==> src/jsm_pkg.sv <==
package jsm_pkg;

    localparam int AngleW = 8;
    localparam int AdcW   = 10;
    localparam int IntW   = 11;
    localparam int ProdW  = 20;
    localparam int Divisor = 511;

    localparam logic [1:0] MODE_SELECT = 2'd0;
    localparam logic [1:0] MODE_VERT   = 2'd1;
    localparam logic [1:0] MODE_HORIZ  = 2'd2;

    localparam logic [1:0] MENU_VERT  = 2'd0;
    localparam logic [1:0] MENU_HORIZ = 2'd1;
    localparam logic [1:0] MENU_EXIT  = 2'd2;

    localparam logic [1:0] EV_NONE  = 2'd0;
    localparam logic [1:0] EV_CLICK = 2'd1;
    localparam logic [1:0] EV_LONG  = 2'd2;

    localparam logic [2:0] REG_REST_LEVEL  = 3'd0;
    localparam logic [2:0] REG_DEAD_ZONE   = 3'd1;
    localparam logic [2:0] REG_REPEAT_FAST = 3'd2;
    localparam logic [2:0] REG_REPEAT_SLOW = 3'd3;
    localparam logic [2:0] REG_LONG_PRESS  = 3'd4;
    localparam logic [2:0] REG_DEBOUNCE    = 3'd5;
    localparam logic [2:0] REG_ANGLE_MIN   = 3'd6;
    localparam logic [2:0] REG_ANGLE_MAX   = 3'd7;

    localparam logic [AngleW-1:0] ANGLE_RESET = 8'd90;

    typedef struct packed {
        logic [9:0]  rest_level;
        logic [8:0]  dead_zone;
        logic [9:0]  repeat_fast_ms;
        logic [9:0]  repeat_slow_ms;
        logic [13:0] long_press_ms;
        logic [9:0]  debounce_ms;
        logic [7:0]  angle_min;
        logic [7:0]  angle_max;
    } t_cfg;

    typedef struct packed {
        logic pos;
        logic neg;
    } t_dir;

    // truncating signed divide by 511: shift estimate plus a two-step correction
    function automatic logic signed [IntW-1:0] div511(input logic signed [ProdW-1:0] p);
        logic [ProdW-2:0] a;
        logic [9:0]       q0;
        logic [10:0]      r;
        logic [9:0]       q;
        begin
            a  = p[ProdW-1] ? (ProdW-1)'(-p) : p[ProdW-2:0];
            q0 = a[ProdW-2:9];
            r  = {2'b00, a[8:0]} + {1'b0, q0};
            if (r >= 11'(2 * Divisor)) begin
                q = q0 + 10'd2;
            end else if (r >= 11'(Divisor)) begin
                q = q0 + 10'd1;
            end else begin
                q = q0;
            end
            div511 = p[ProdW-1] ? -$signed({1'b0, q}) : $signed({1'b0, q});
        end
    endfunction

    function automatic logic [IntW-1:0] interval_of(input logic [9:0] slow,
                                                    input logic signed [ProdW-1:0] p);
        logic signed [IntW:0] s;
        begin
            s = $signed({2'b00, slow}) + (IntW+1)'(div511(p));
            interval_of = s[IntW] ? '0 : s[IntW-1:0];
        end
    endfunction

    function automatic logic [AngleW-1:0] clamp_step(input logic [AngleW-1:0] ang,
                                                     input t_dir d,
                                                     input logic [AngleW-1:0] lo,
                                                     input logic [AngleW-1:0] hi);
        logic signed [9:0] a;
        begin
            a = $signed({2'b00, ang});
            if (d.pos) begin
                a = a + 10'sd1;
            end else if (d.neg) begin
                a = a - 10'sd1;
            end
            if (a < $signed({2'b00, lo})) begin
                a = $signed({2'b00, lo});
            end
            if (a > $signed({2'b00, hi})) begin
                a = $signed({2'b00, hi});
            end
            clamp_step = a[AngleW-1:0];
        end
    endfunction

endpackage

==> src/jsm_axis.sv <==
module jsm_axis
    import jsm_pkg::*;
(
    input  logic [AdcW-1:0]         i_reading,
    input  t_cfg                    i_cfg,
    output t_dir                    o_dir,
    output logic signed [ProdW-1:0] o_prod
);

    logic signed [10:0] delta;
    logic signed [10:0] dz;
    logic signed [10:0] diff;
    logic [10:0]        mag_full;
    logic [8:0]         mag;
    logic signed [20:0] prod_full;

    always_comb begin
        delta = $signed({1'b0, i_reading}) - $signed({1'b0, i_cfg.rest_level});
        dz    = $signed({2'b00, i_cfg.dead_zone});
        o_dir.pos = delta > dz;
        o_dir.neg = delta < -dz;
        mag_full  = delta[10] ? 11'(-delta) : delta;
        // magnitude saturates at full scale
        mag  = (mag_full > 11'(Divisor)) ? 9'(Divisor) : mag_full[8:0];
        if (!(o_dir.pos || o_dir.neg)) begin
            mag = '0;
        end
        diff      = $signed({1'b0, i_cfg.repeat_fast_ms}) - $signed({1'b0, i_cfg.repeat_slow_ms});
        prod_full = $signed({12'b0, mag}) * $signed({{10{diff[10]}}, diff});
        o_prod    = prod_full[ProdW-1:0];
    end

endmodule

==> src/jsm_button.sv <==
module jsm_button
    import jsm_pkg::*;
#(
    parameter int TIME_BITS = 32
) (
    input  logic                 i_clk,
    input  logic                 i_rst_n,
    input  logic                 i_step,
    input  logic [TIME_BITS-1:0] i_now,
    input  logic                 i_raw,
    input  t_cfg                 i_cfg,
    output logic [1:0]           o_event
);

    logic                 r_raw_prev, n_raw_prev;
    logic                 r_stable, n_stable;
    logic                 r_long, n_long;
    logic [TIME_BITS-1:0] r_change, n_change;
    logic [TIME_BITS-1:0] r_press, n_press;

    logic                 chg;
    logic                 flip;
    logic                 pressed_now;
    logic                 held;
    logic [TIME_BITS-1:0] el_change;
    logic [TIME_BITS-1:0] el_press;

    always_comb begin
        chg       = i_raw != r_raw_prev;
        el_change = i_now - r_change;
        el_press  = i_now - r_press;
        // a fresh edge restarts the debounce window at zero elapsed time
        flip      = !chg && (el_change > TIME_BITS'(i_cfg.debounce_ms)) && (i_raw != r_stable);
        pressed_now = flip && !i_raw;

        n_raw_prev = i_raw;
        n_change   = chg ? i_now : r_change;
        n_stable   = flip ? i_raw : r_stable;
        n_press    = pressed_now ? i_now : r_press;
        n_long     = pressed_now ? 1'b0 : r_long;
        o_event    = EV_NONE;
        held       = 1'b0;

        if (flip && i_raw && !r_long) begin
            o_event = EV_CLICK;
        end else begin
            held = pressed_now ? (i_cfg.long_press_ms == '0)
                               : (el_press >= TIME_BITS'(i_cfg.long_press_ms));
            if (!n_stable && !n_long && held) begin
                n_long  = 1'b1;
                o_event = EV_LONG;
            end
        end
    end

    always_ff @(posedge i_clk) begin
        if (!i_rst_n) begin
            r_raw_prev <= 1'b1;
            r_stable   <= 1'b1;
            r_long     <= 1'b0;
            r_change   <= '0;
            r_press    <= '0;
        end else if (i_step) begin
            r_raw_prev <= n_raw_prev;
            r_stable   <= n_stable;
            r_long     <= n_long;
            r_change   <= n_change;
            r_press    <= n_press;
        end
    end

endmodule

==> src/joystick_servo_menu_controller.sv <==
// pipeline: a sample beat accepted into the input register passes the deflection
// multiply and interval divide registers, then the state update loads the result
// register
// throughput: one sample per cycle unless i_out_ready stalls the output; the state update is combinational
// synchronous active-low reset loads the default configuration and the
// idle menu state; no memory, so no clearing pass
module joystick_servo_menu_controller
    import jsm_pkg::*;
#(
    parameter int TIME_BITS = 32
) (
    input  logic                 i_clk,
    input  logic                 i_rst_n,

    input  logic                 i_cfg_we,
    input  logic [2:0]           i_cfg_idx,
    input  logic [13:0]          i_cfg_data,

    input  logic                 i_in_valid,
    output logic                 o_in_ready,
    input  logic [TIME_BITS-1:0] i_now_ms,
    input  logic [AdcW-1:0]      i_stick_x,
    input  logic [AdcW-1:0]      i_stick_y,
    input  logic                 i_button_level,

    output logic                 o_out_valid,
    input  logic                 i_out_ready,
    output logic [1:0]           o_current_mode,
    output logic [1:0]           o_menu_item,
    output logic [AngleW-1:0]    o_vertical_angle,
    output logic [AngleW-1:0]    o_horizontal_angle,
    output logic [1:0]           o_press_event,
    output logic                 o_redraw
);

    t_cfg r_cfg;

    always_ff @(posedge i_clk) begin
        if (!i_rst_n) begin
            r_cfg.rest_level     <= 10'd512;
            r_cfg.dead_zone      <= 9'd120;
            r_cfg.repeat_fast_ms <= 10'd50;
            r_cfg.repeat_slow_ms <= 10'd220;
            r_cfg.long_press_ms  <= 14'd800;
            r_cfg.debounce_ms    <= 10'd40;
            r_cfg.angle_min      <= 8'd0;
            r_cfg.angle_max      <= 8'd180;
        end else if (i_cfg_we) begin
            case (i_cfg_idx)
                REG_REST_LEVEL:  r_cfg.rest_level     <= i_cfg_data[9:0];
                REG_DEAD_ZONE:   r_cfg.dead_zone      <= i_cfg_data[8:0];
                REG_REPEAT_FAST: r_cfg.repeat_fast_ms <= i_cfg_data[9:0];
                REG_REPEAT_SLOW: r_cfg.repeat_slow_ms <= i_cfg_data[9:0];
                REG_LONG_PRESS:  r_cfg.long_press_ms  <= i_cfg_data[13:0];
                REG_DEBOUNCE:    r_cfg.debounce_ms    <= i_cfg_data[9:0];
                REG_ANGLE_MIN:   r_cfg.angle_min      <= i_cfg_data[7:0];
                REG_ANGLE_MAX:   r_cfg.angle_max      <= i_cfg_data[7:0];
                default: ;
            endcase
        end
    end

    // pipeline valids and stall chain
    logic r_va, r_vb, r_vc, r_vo;
    logic out_free, c_move, c_free, b_move, b_free, a_move, a_free, in_take;

    always_comb begin
        out_free = !r_vo || i_out_ready;
        c_move   = r_vc && out_free;
        c_free   = !r_vc || c_move;
        b_move   = r_vb && c_free;
        b_free   = !r_vb || b_move;
        a_move   = r_va && b_free;
        a_free   = !r_va || a_move;
        in_take  = i_in_valid && a_free;
    end

    assign o_in_ready  = a_free;
    assign o_out_valid = r_vo;

    always_ff @(posedge i_clk) begin
        if (!i_rst_n) begin
            r_va <= 1'b0;
            r_vb <= 1'b0;
            r_vc <= 1'b0;
            r_vo <= 1'b0;
        end else begin
            if (a_free) begin
                r_va <= i_in_valid;
            end
            if (b_free) begin
                r_vb <= r_va;
            end
            if (c_free) begin
                r_vc <= r_vb;
            end
            if (out_free) begin
                r_vo <= r_vc;
            end
        end
    end

    // input register
    logic [TIME_BITS-1:0] r_a_now;
    logic [AdcW-1:0]      r_a_x, r_a_y;
    logic                 r_a_raw;

    always_ff @(posedge i_clk) begin
        if (in_take) begin
            r_a_now <= i_now_ms;
            r_a_x   <= i_stick_x;
            r_a_y   <= i_stick_y;
            r_a_raw <= i_button_level;
        end
    end

    // deflection and slope product
    t_dir                    a_dir_x, a_dir_y;
    logic signed [ProdW-1:0] a_prod_x, a_prod_y;

    jsm_axis u_axis_x (
        .i_reading (r_a_x),
        .i_cfg     (r_cfg),
        .o_dir     (a_dir_x),
        .o_prod    (a_prod_x)
    );

    jsm_axis u_axis_y (
        .i_reading (r_a_y),
        .i_cfg     (r_cfg),
        .o_dir     (a_dir_y),
        .o_prod    (a_prod_y)
    );

    logic [TIME_BITS-1:0]    r_b_now;
    logic                    r_b_raw;
    t_dir                    r_b_dir_x, r_b_dir_y;
    logic signed [ProdW-1:0] r_b_prod_x, r_b_prod_y;

    always_ff @(posedge i_clk) begin
        if (a_move) begin
            r_b_now    <= r_a_now;
            r_b_raw    <= r_a_raw;
            r_b_dir_x  <= a_dir_x;
            r_b_dir_y  <= a_dir_y;
            r_b_prod_x <= a_prod_x;
            r_b_prod_y <= a_prod_y;
        end
    end

    // repeat intervals
    logic [TIME_BITS-1:0] r_c_now;
    logic                 r_c_raw;
    t_dir                 r_c_dir_x, r_c_dir_y;
    logic [IntW-1:0]      r_c_int_x, r_c_int_y;

    always_ff @(posedge i_clk) begin
        if (b_move) begin
            r_c_now   <= r_b_now;
            r_c_raw   <= r_b_raw;
            r_c_dir_x <= r_b_dir_x;
            r_c_dir_y <= r_b_dir_y;
            r_c_int_x <= interval_of(r_cfg.repeat_slow_ms, r_b_prod_x);
            r_c_int_y <= interval_of(r_cfg.repeat_slow_ms, r_b_prod_y);
        end
    end

    // state update
    logic [1:0] ev;

    jsm_button #(
        .TIME_BITS (TIME_BITS)
    ) u_button (
        .i_clk   (i_clk),
        .i_rst_n (i_rst_n),
        .i_step  (c_move),
        .i_now   (r_c_now),
        .i_raw   (r_c_raw),
        .i_cfg   (r_cfg),
        .o_event (ev)
    );

    logic [1:0]           r_mode, n_mode;
    logic [1:0]           r_menu, n_menu;
    logic [AngleW-1:0]    r_vert, n_vert;
    logic [AngleW-1:0]    r_horiz, n_horiz;
    logic [TIME_BITS-1:0] r_last, n_last;
    logic [TIME_BITS-1:0] el_last;
    logic                 ge_x, ge_y, last_upd, ok, redraw, done;

    always_comb begin
        el_last  = r_c_now - r_last;
        ge_x     = el_last >= TIME_BITS'(r_c_int_x);
        ge_y     = el_last >= TIME_BITS'(r_c_int_y);
        n_mode   = r_mode;
        n_menu   = r_menu;
        n_vert   = r_vert;
        n_horiz  = r_horiz;
        last_upd = 1'b0;
        redraw   = 1'b0;
        done     = 1'b0;
        ok       = 1'b0;

        if (n_mode == MODE_SELECT) begin
            ok = ge_y;
            if ((r_c_dir_y.pos || r_c_dir_y.neg) && ok) begin
                last_upd = 1'b1;
                if (r_c_dir_y.pos) begin
                    if (n_menu != MENU_VERT) begin
                        n_menu = n_menu - 2'd1;
                    end
                end else if (n_menu != MENU_EXIT) begin
                    n_menu = n_menu + 2'd1;
                end
                redraw = 1'b1;
            end
            if (ev == EV_CLICK) begin
                case (n_menu)
                    MENU_VERT:  n_mode = MODE_VERT;
                    MENU_HORIZ: n_mode = MODE_HORIZ;
                    default:    n_menu = MENU_VERT;
                endcase
                redraw = 1'b1;
            end
        end

        if (n_mode == MODE_VERT) begin
            if (ev == EV_LONG) begin
                n_mode = MODE_SELECT;
                redraw = 1'b1;
                done   = 1'b1;
            end else begin
                // once the repeat time moved to now, only a zero interval passes
                ok = last_upd ? (r_c_int_y == '0) : ge_y;
                if ((r_c_dir_y.pos || r_c_dir_y.neg) && ok) begin
                    last_upd = 1'b1;
                    n_vert   = clamp_step(n_vert, r_c_dir_y, r_cfg.angle_min, r_cfg.angle_max);
                    redraw   = 1'b1;
                end
            end
        end

        if (!done && n_mode == MODE_HORIZ) begin
            if (ev == EV_LONG) begin
                n_mode = MODE_SELECT;
                redraw = 1'b1;
            end else begin
                ok = last_upd ? (r_c_int_x == '0) : ge_x;
                if ((r_c_dir_x.pos || r_c_dir_x.neg) && ok) begin
                    last_upd = 1'b1;
                    n_horiz  = clamp_step(n_horiz, r_c_dir_x, r_cfg.angle_min, r_cfg.angle_max);
                    redraw   = 1'b1;
                end
            end
        end

        n_last = last_upd ? r_c_now : r_last;
    end

    always_ff @(posedge i_clk) begin
        if (!i_rst_n) begin
            r_mode  <= MODE_SELECT;
            r_menu  <= MENU_VERT;
            r_vert  <= ANGLE_RESET;
            r_horiz <= ANGLE_RESET;
            r_last  <= '0;
        end else if (c_move) begin
            r_mode  <= n_mode;
            r_menu  <= n_menu;
            r_vert  <= n_vert;
            r_horiz <= n_horiz;
            r_last  <= n_last;
        end
    end

    // result register
    logic [1:0]        r_o_mode, r_o_menu, r_o_event;
    logic [AngleW-1:0] r_o_vert, r_o_horiz;
    logic              r_o_redraw;

    always_ff @(posedge i_clk) begin
        if (c_move) begin
            r_o_mode   <= n_mode;
            r_o_menu   <= n_menu;
            r_o_vert   <= n_vert;
            r_o_horiz  <= n_horiz;
            r_o_event  <= ev;
            r_o_redraw <= redraw;
        end
    end

    assign o_current_mode     = r_o_mode;
    assign o_menu_item        = r_o_menu;
    assign o_vertical_angle   = r_o_vert;
    assign o_horizontal_angle = r_o_horiz;
    assign o_press_event      = r_o_event;
    assign o_redraw           = r_o_redraw;

endmodule

==> config.mk <==
export PLATFORM = sky130hd
export DESIGN_NAME = joystick_servo_menu_controller
export DESIGN_NICKNAME = d
export VERILOG_FILES = /design/src/jsm_pkg.sv /design/src/jsm_axis.sv /design/src/jsm_button.sv /design/src/joystick_servo_menu_controller.sv
export SDC_FILE = /design/constraint.sdc
export NUM_CORES = 2
export LEC_CHECK = 0
export ABC_CLOCK_PERIOD_IN_PS = 8900
export BUFFER_PORTS_ARGS = -buffer_cell sky130_fd_sc_hd__buf_2
export CELL_PAD_IN_SITES_DETAIL_PLACEMENT = 1
export CELL_PAD_IN_SITES_GLOBAL_PLACEMENT = 1
export CORE_AREA = 2 2 335 337
export DETAILED_ROUTE_END_ITERATION = 10
export DIE_AREA = 0 0 337 339
export GPL_ROUTABILITY_DRIVEN = 0
export PLACE_DENSITY = 0.69
export SYNTH_ARGS = -nofsm -noshare
export SYNTH_HDL_FRONTEND = slang
export SYNTH_HIERARCHICAL = 1
export SYNTH_SLANG_ARGS = --single-unit
==> constraint.sdc <==
create_clock -name i_clk -period 8.9 [get_ports i_clk]
set_input_delay 0.89 -clock i_clk [delete_from_list [all_inputs] [get_ports i_clk]]
set_output_delay 0.89 -clock i_clk [all_outputs]
set_load 0.005 [all_outputs]
# Word-level counts from Yosys, hierarchy flattened
# Index checks and enable logic that the tools add are counted.
# op_classes
n_addsub	27
mul	2
n_lt_le_gt_ge	18
eq_ne	15
muxes	84
n_reduce_logical	52
# op_table
cell	n
10-bit two-way mux	24
32-bit subtractor	3
32-bit by 11-bit >= comparator with 1-bit output	2
8-bit two-way mux	8
11-bit two-way mux	4
10-bit by 11-bit multiplier with 20-bit output	2
19-bit two-way mux	2
19-bit negation	2
9-bit two-way mux	4
10-bit by 10-bit subtractor with 11-bit output	3
32-bit by 14-bit >= comparator with 1-bit output	1
32-bit by 10-bit > comparator with 1-bit output	1
2-bit two-way mux	16
1-bit two-way mux	25
11-bit by 11-bit adder with 12-bit output	2
9-bit by 10-bit adder with 11-bit output	2
11-bit by 10-bit >= comparator with 1-bit output, second input constant	2
11-bit by 9-bit >= comparator with 1-bit output, second input constant	2
11-bit by 10-bit > comparator with 1-bit output	2
11-bit by 9-bit > comparator with 1-bit output, second input constant	2
11-bit logical NOT	2
11-bit < comparator	2
10-bit negation with 11-bit output	2
11-bit negation	2
26 further kinds	81
# totals
ff_bits	414
word_cells	246

# Longest topological paths before layout
# depth
word_depth	31
mapped_depth	38
depth_no_buf	37

# Cells and area by module
# Netlist, hierarchy kept.
# by_module_without_submodules
module	n_inst	cells_per_inst	area_per_inst_um2	seq_area_each_um2
joystick_servo_menu_controller	1	2044	20054.2	9068.7
jsm_button	1	1019	7150.6	1341.3
jsm_axis at u_axis_x	1	706	5642.9	0.0
jsm_axis at u_axis_y	1	694	5607.9	0.0

# Worst setup path after synthesis
# OpenSTA, ideal clock, no wires.
# synth_path
path_type	register to register
start	register r_a_y[0]
end	register r_b_prod_y[18], data pin
setup_ns	0.158
t_arrival_ns	8.306
required_ns	8.742
path_slack_ns	0.436
path_stages_with_launch	36
n_path_buf	2
period_less_slack_ns	8.464
cell_sequence	edfxtp_1 > inv_1 > ha_1 > fa_1 > nand2b_1 > a21oi_2 > o22ai_2 > nand2b_1 > a21oi_1 > clkbuf_1 > inv_1 > ha_1 > mux2_2 > a311oi_4 > a21o_1 > buf_2 > nor2_1 > fa_1 > fa_1 > inv_1 > fa_1 > inv_1 > fa_1 > inv_1 > fa_1 > inv_1 > ha_1 > o21a_1 > o21ai_0 > nor2_1 > o41ai_1 > a21boi_1 > o31a_1 > or4_1 > a2111o_1 > o211ai_1
# synth_via
elab_chain_cells	7
# synth_rtl
element	line_no	text
start: declaration	joystick_servo_menu_controller.sv:105	logic [AdcW-1:0] r_a_x, r_a_y;
start signal: assignment	joystick_servo_menu_controller.sv:112	r_a_y <= i_stick_y;
10-bit by 10-bit subtractor with 11-bit output (*)	jsm_axis.sv:18	delta = $signed({1'b0, i_reading}) - $signed({1'b0, i_cfg.rest_level});
11-bit negation	jsm_axis.sv:22	mag_full = delta[10] ? 11'(-delta) : delta;
11-bit two-way mux	jsm_axis.sv:22	
11-bit by 9-bit > comparator with 1-bit output	jsm_axis.sv:24	mag = (mag_full > 11'(Divisor)) ? 9'(Divisor) : mag_full[8:0];
9-bit two-way mux	jsm_axis.sv:24	
9-bit two-way mux (*)	jsm_axis.sv:25	if (!(o_dir.pos || o_dir.neg)) begin
10-bit by 11-bit multiplier with 20-bit output (*)	jsm_axis.sv:29	prod_full = $signed({12'b0, mag}) * $signed({{10{diff[10]}}, diff});
via a_prod_y[18]	joystick_servo_menu_controller.sv:119	logic signed [ProdW-1:0] a_prod_x, a_prod_y;
end signal: assignment	joystick_servo_menu_controller.sv:147	r_b_prod_y <= a_prod_y;
end: declaration	joystick_servo_menu_controller.sv:138	logic signed [ProdW-1:0] r_b_prod_x, r_b_prod_y;
# Mark *: on every way through the listed nets, which the timed path passes. The rest lies on a longest branch.
# A chain may end at the register's enable or synchronous reset.

# Worst setup path after layout
# layout_path
start	register r_cfg[72] (netlist name)
end	register r_b_prod_x[19], data pin
# layout_via
elab_chain_cells	7
# layout_rtl
element	line_no	text
start: declaration	joystick_servo_menu_controller.sv:36	t_cfg r_cfg;
10-bit by 10-bit subtractor with 11-bit output (*)	jsm_axis.sv:18	
11-bit negation	jsm_axis.sv:22	
11-bit two-way mux	jsm_axis.sv:22	
11-bit by 9-bit > comparator with 1-bit output	jsm_axis.sv:24	
9-bit two-way mux	jsm_axis.sv:24	
9-bit two-way mux (*)	jsm_axis.sv:25	
10-bit by 11-bit multiplier with 20-bit output (*)	jsm_axis.sv:29	
via a_prod_x[19]	joystick_servo_menu_controller.sv:119	
end signal: assignment	joystick_servo_menu_controller.sv:146	r_b_prod_x <= a_prod_x;
end: declaration	joystick_servo_menu_controller.sv:138	
# Marked as above.

==> impl_metrics.json <==
{
  "post_synth_top_area_share_pct": 16.55,
  "die_w_um": 337,
  "maximum_level_of_the_cts_h_tree": 2,
  "worst_ep_required_time_ps": 9250,
  "flow.area_growth_from_synthesis_pct": 11.28,
  "clock_tree.root_cell": "sky130_fd_sc_hd__clkbuf_16",
  "post_layout_cell_count": 6066,
  "synth_ff_type": "sky130_fd_sc_hd__edfxtp_1",
  "totalNegativeSetupSlack_ps": 0,
  "drt_first_pass_iters": 5,
  "maxSlewHeadroom_pct": 20.22,
  "synth_cell_area_sq_mm": 0.03846,
  "layout-drive-gt1-share_pct": 9.131,
  "fmaxAchievable_ghz": 0.1176,
  "maxSlewViolCount": 0,
  "global_route.usage.total_pct": 19.93,
  "cts_tree": "built",
  "fin_clk_skew_ps": 67.23,
  "rr_startpoint": "r_cfg[72]",
  "synth_top_cell_by_area": "sky130_fd_sc_hd__edfxtp_1",
  "vias": 32150,
  "maxCapViolCount": 0,
  "grt_start_max_net_pins": 68,
  "antenna_found_initial": 10,
  "max_stage_delay_ps": 550,
  "worstHoldStart": "i_stick_y[3]",
  "drt_iter0_drc": 1579,
  "worst_setup_path_end_kind": "flop",
  "totalWireLength_um": 114500,
  "crit_path_top_delay_cell": "sky130_fd_sc_hd__fa_1",
  "seq_area_frac_synth_pct": 27.07,
  "yosys-top-cells-area": "sky130_fd_sc_hd__edfxtp_1 17%, sky130_fd_sc_hd__ha_1 13%, sky130_fd_sc_hd__dfxtp_1 11%, sky130_fd_sc_hd__fa_1 9.2%, sky130_fd_sc_hd__inv_1 5.1%",
  "clock_path_buffers": 3,
  "clock-sinks": 414,
  "ys_warn_count": 6,
  "antenna_cells": 0,
  "timing.hold.worst.class": "in -> reg",
  "worst_ep_arrival_time_ps": 8850,
  "synth.most_common_cell": "sky130_fd_sc_hd__inv_1",
  "count_of_pins_on_the_block_boundary": 100,
  "postSynthNetCount": 5109,
  "result_of_the_run": "completed",
  "final_min_period_over_clock_period_pct": 95.51,
  "cts_inserted_buffers": 52,
  "vias_per_cell": 5.300,
  "synth_area_per_cell_sq_um": 8.617,
  "synthArstFlopShare_pct": 0,
  "core_area_sq_mm": 0.1104,
  "clkSlewWorstSetupHoldPaths_ps": 70,
  "timing_worst_setup_path_type": "reg -> reg",
  "worst_setup_path_start_kind": "flop",
  "final_antenna_net_count": 0,
  "initial_utilization_pct": 34.84,
  "worst_slew_pin_slew_ps": 1192,
  "setup-violations-final": 0,
  "synth_cell_type_count": 119,
  "timing.final.crit_period_ps": 8501,
  "finalHoldViolations": 0,
  "dieArea_sq_mm": 0.1142,
  "placement.io_buffers": 99,
  "synth_enable_flop_cells": 212,
  "number_of_global_route_vias_before_repair": 33350,
  "net_count_final": 5180,
  "timing.critical_path.from": "r_cfg[72]",
  "crit_path_max_fanout": 15,
  "final_util_pct": 38.78,
  "placedCellCount": 5955,
  "synth_commonest_cells": "522 x sky130_fd_sc_hd__inv_1, 519 x sky130_fd_sc_hd__nand2_1, 394 x sky130_fd_sc_hd__ha_1",
  "clk_latency_ps": 670,
  "rows": 122,
  "synth-seq-cells": 414,
  "grt_overflow_total": 0,
  "wire_length_of_the_first_global_routing_pass_um": 182900,
  "detail_route.wl_per_cell_um": 18.88,
  "detailedPlacementHpwl_um": 89270,
  "die_h_um": 339,
  "route.detailed.drc": 0,
  "cp_common_cell": "sky130_fd_sc_hd__fa_1",
  "synthesized_instance_count": 4463
}
final timing paths:
kind | end | slack, ps | depth (start not counted)
worst min register to register | r_c_now[12] | 410 | 0
worst max-delay path | r_b_prod_x[19] | 400 | 34
worst max register to register | r_b_prod_x[19] | 400 | 34
worst min-delay path | r_a_y[3] | 390 | 1
flip-flops by register name, summed over array words and instances, names as in the netlist, 10 cells and up:
signal	count
r_b_prod_y	20
r_b_now	32
r_cfg	79
r_a_now	32
r_a_x	10
r_last	32
r_c_now	32
r_c_int_x	11
u_button/r_press	32
r_a_y	10
r_b_prod_x	20
u_button/r_change	32
r_c_int_y	11
placed cells by master (no fill, tap or decap), types with 26 or more instances in the layout:
cell type                   instances
sky130_fd_sc_hd__a211oi_1          32
sky130_fd_sc_hd__a21o_1            79
sky130_fd_sc_hd__a21oi_1          344
sky130_fd_sc_hd__and2_1            62
sky130_fd_sc_hd__buf_2             98
sky130_fd_sc_hd__buf_4             55
sky130_fd_sc_hd__clkbuf_16         53
sky130_fd_sc_hd__dfxtp_1          201
sky130_fd_sc_hd__edfxtp_1         212
sky130_fd_sc_hd__fa_1             175
sky130_fd_sc_hd__ha_1             387
sky130_fd_sc_hd__inv_1            521
sky130_fd_sc_hd__mux2_2            50
sky130_fd_sc_hd__mux2i_1           58
sky130_fd_sc_hd__nand2_1          516
sky130_fd_sc_hd__nand2b_1          83
sky130_fd_sc_hd__nand3_1          128
sky130_fd_sc_hd__nand4_1           38
sky130_fd_sc_hd__nor2_1           281
sky130_fd_sc_hd__nor2b_1           61
sky130_fd_sc_hd__nor3_1            79
sky130_fd_sc_hd__nor4_1            26
sky130_fd_sc_hd__o211ai_1          32
sky130_fd_sc_hd__o21a_1            44
sky130_fd_sc_hd__o21ai_0          176
sky130_fd_sc_hd__o31ai_1           27
sky130_fd_sc_hd__xnor2_1          185
sky130_fd_sc_hd__xor2_1            75
cells by family (layout without fill, tap and decap cells):
kind of cell               count (synthesis)  in the layout  share of synthesized area, %
xor gates and xnor gates                 267            267                         6.172
DFF                                      414            414                         27.07
and+or+nand+nor                         1437           1437                         17.95
adders and majority gates                574            574                         22.11
buffers and inverters                    663            778                         6.715
AOI/OAI and AO/OA                        999            999                         16.98
muxes                                    109            109                         3.000
layer usage:
metal | vias to the layer above | track usage [%] | wire length (um)
met3 | 124 | 2.019 | 3490
li1 | 15650 | - | -
met2 | 444 | 35.94 | 57350
met1 | 15930 | 25.32 | 51070
met5 | - | 0 | 0
met4 | 0 | 4.743 | 2589
cell type report:
type / count / area [sq um]
Inverter: 525 / 1971
Sequential cell: 414 / 10410
Clock buffer: 61 / 1385
Tap cell: 1488 / 1862
Timing Repair Buffer: 155 / 948.4
Fill cell: 13010 / 67570
Multi-Input combinational cell: 3386 / 25750
Clock inverter: 37 / 469.2
critical path: cells and delay by family, from the launching register on:
family,cells,cell delay [ps]
adders and majority gates,8,3580
AOI/OAI and AO/OA,9,1990
xor gates and xnor gates,3,590
DFF,1,350
buffers and inverters,6,640
and+or+nand+nor,8,990
stage by stage:
| stage | hold slack, ps | worst slack [ps] | instance area (sq um) |
|---|---|---|---|
| after floorplan | 400.3 | 435.7 | 38460 |
| after global placement | 402.2 | 410.8 | 40600 |
| after detailed placement | 406.1 | 180.7 | 40600 |
| after CTS | 339.5 | 112.6 | 42450 |
| after global routing | 364.8 | -12.99 | 42790 |
| final | 386.4 | 399.4 | 42790 |
repair_timing:
item                                    in CTS  in global routing
endpoints found under the setup margin       0                 26
resized for setup                            0                 48
hold buffers                                 0                  0
setup buffers                                0                 12
Power is not shown: default switching activity piles up to over one toggle a cycle in this logic, so the estimate is an artifact.
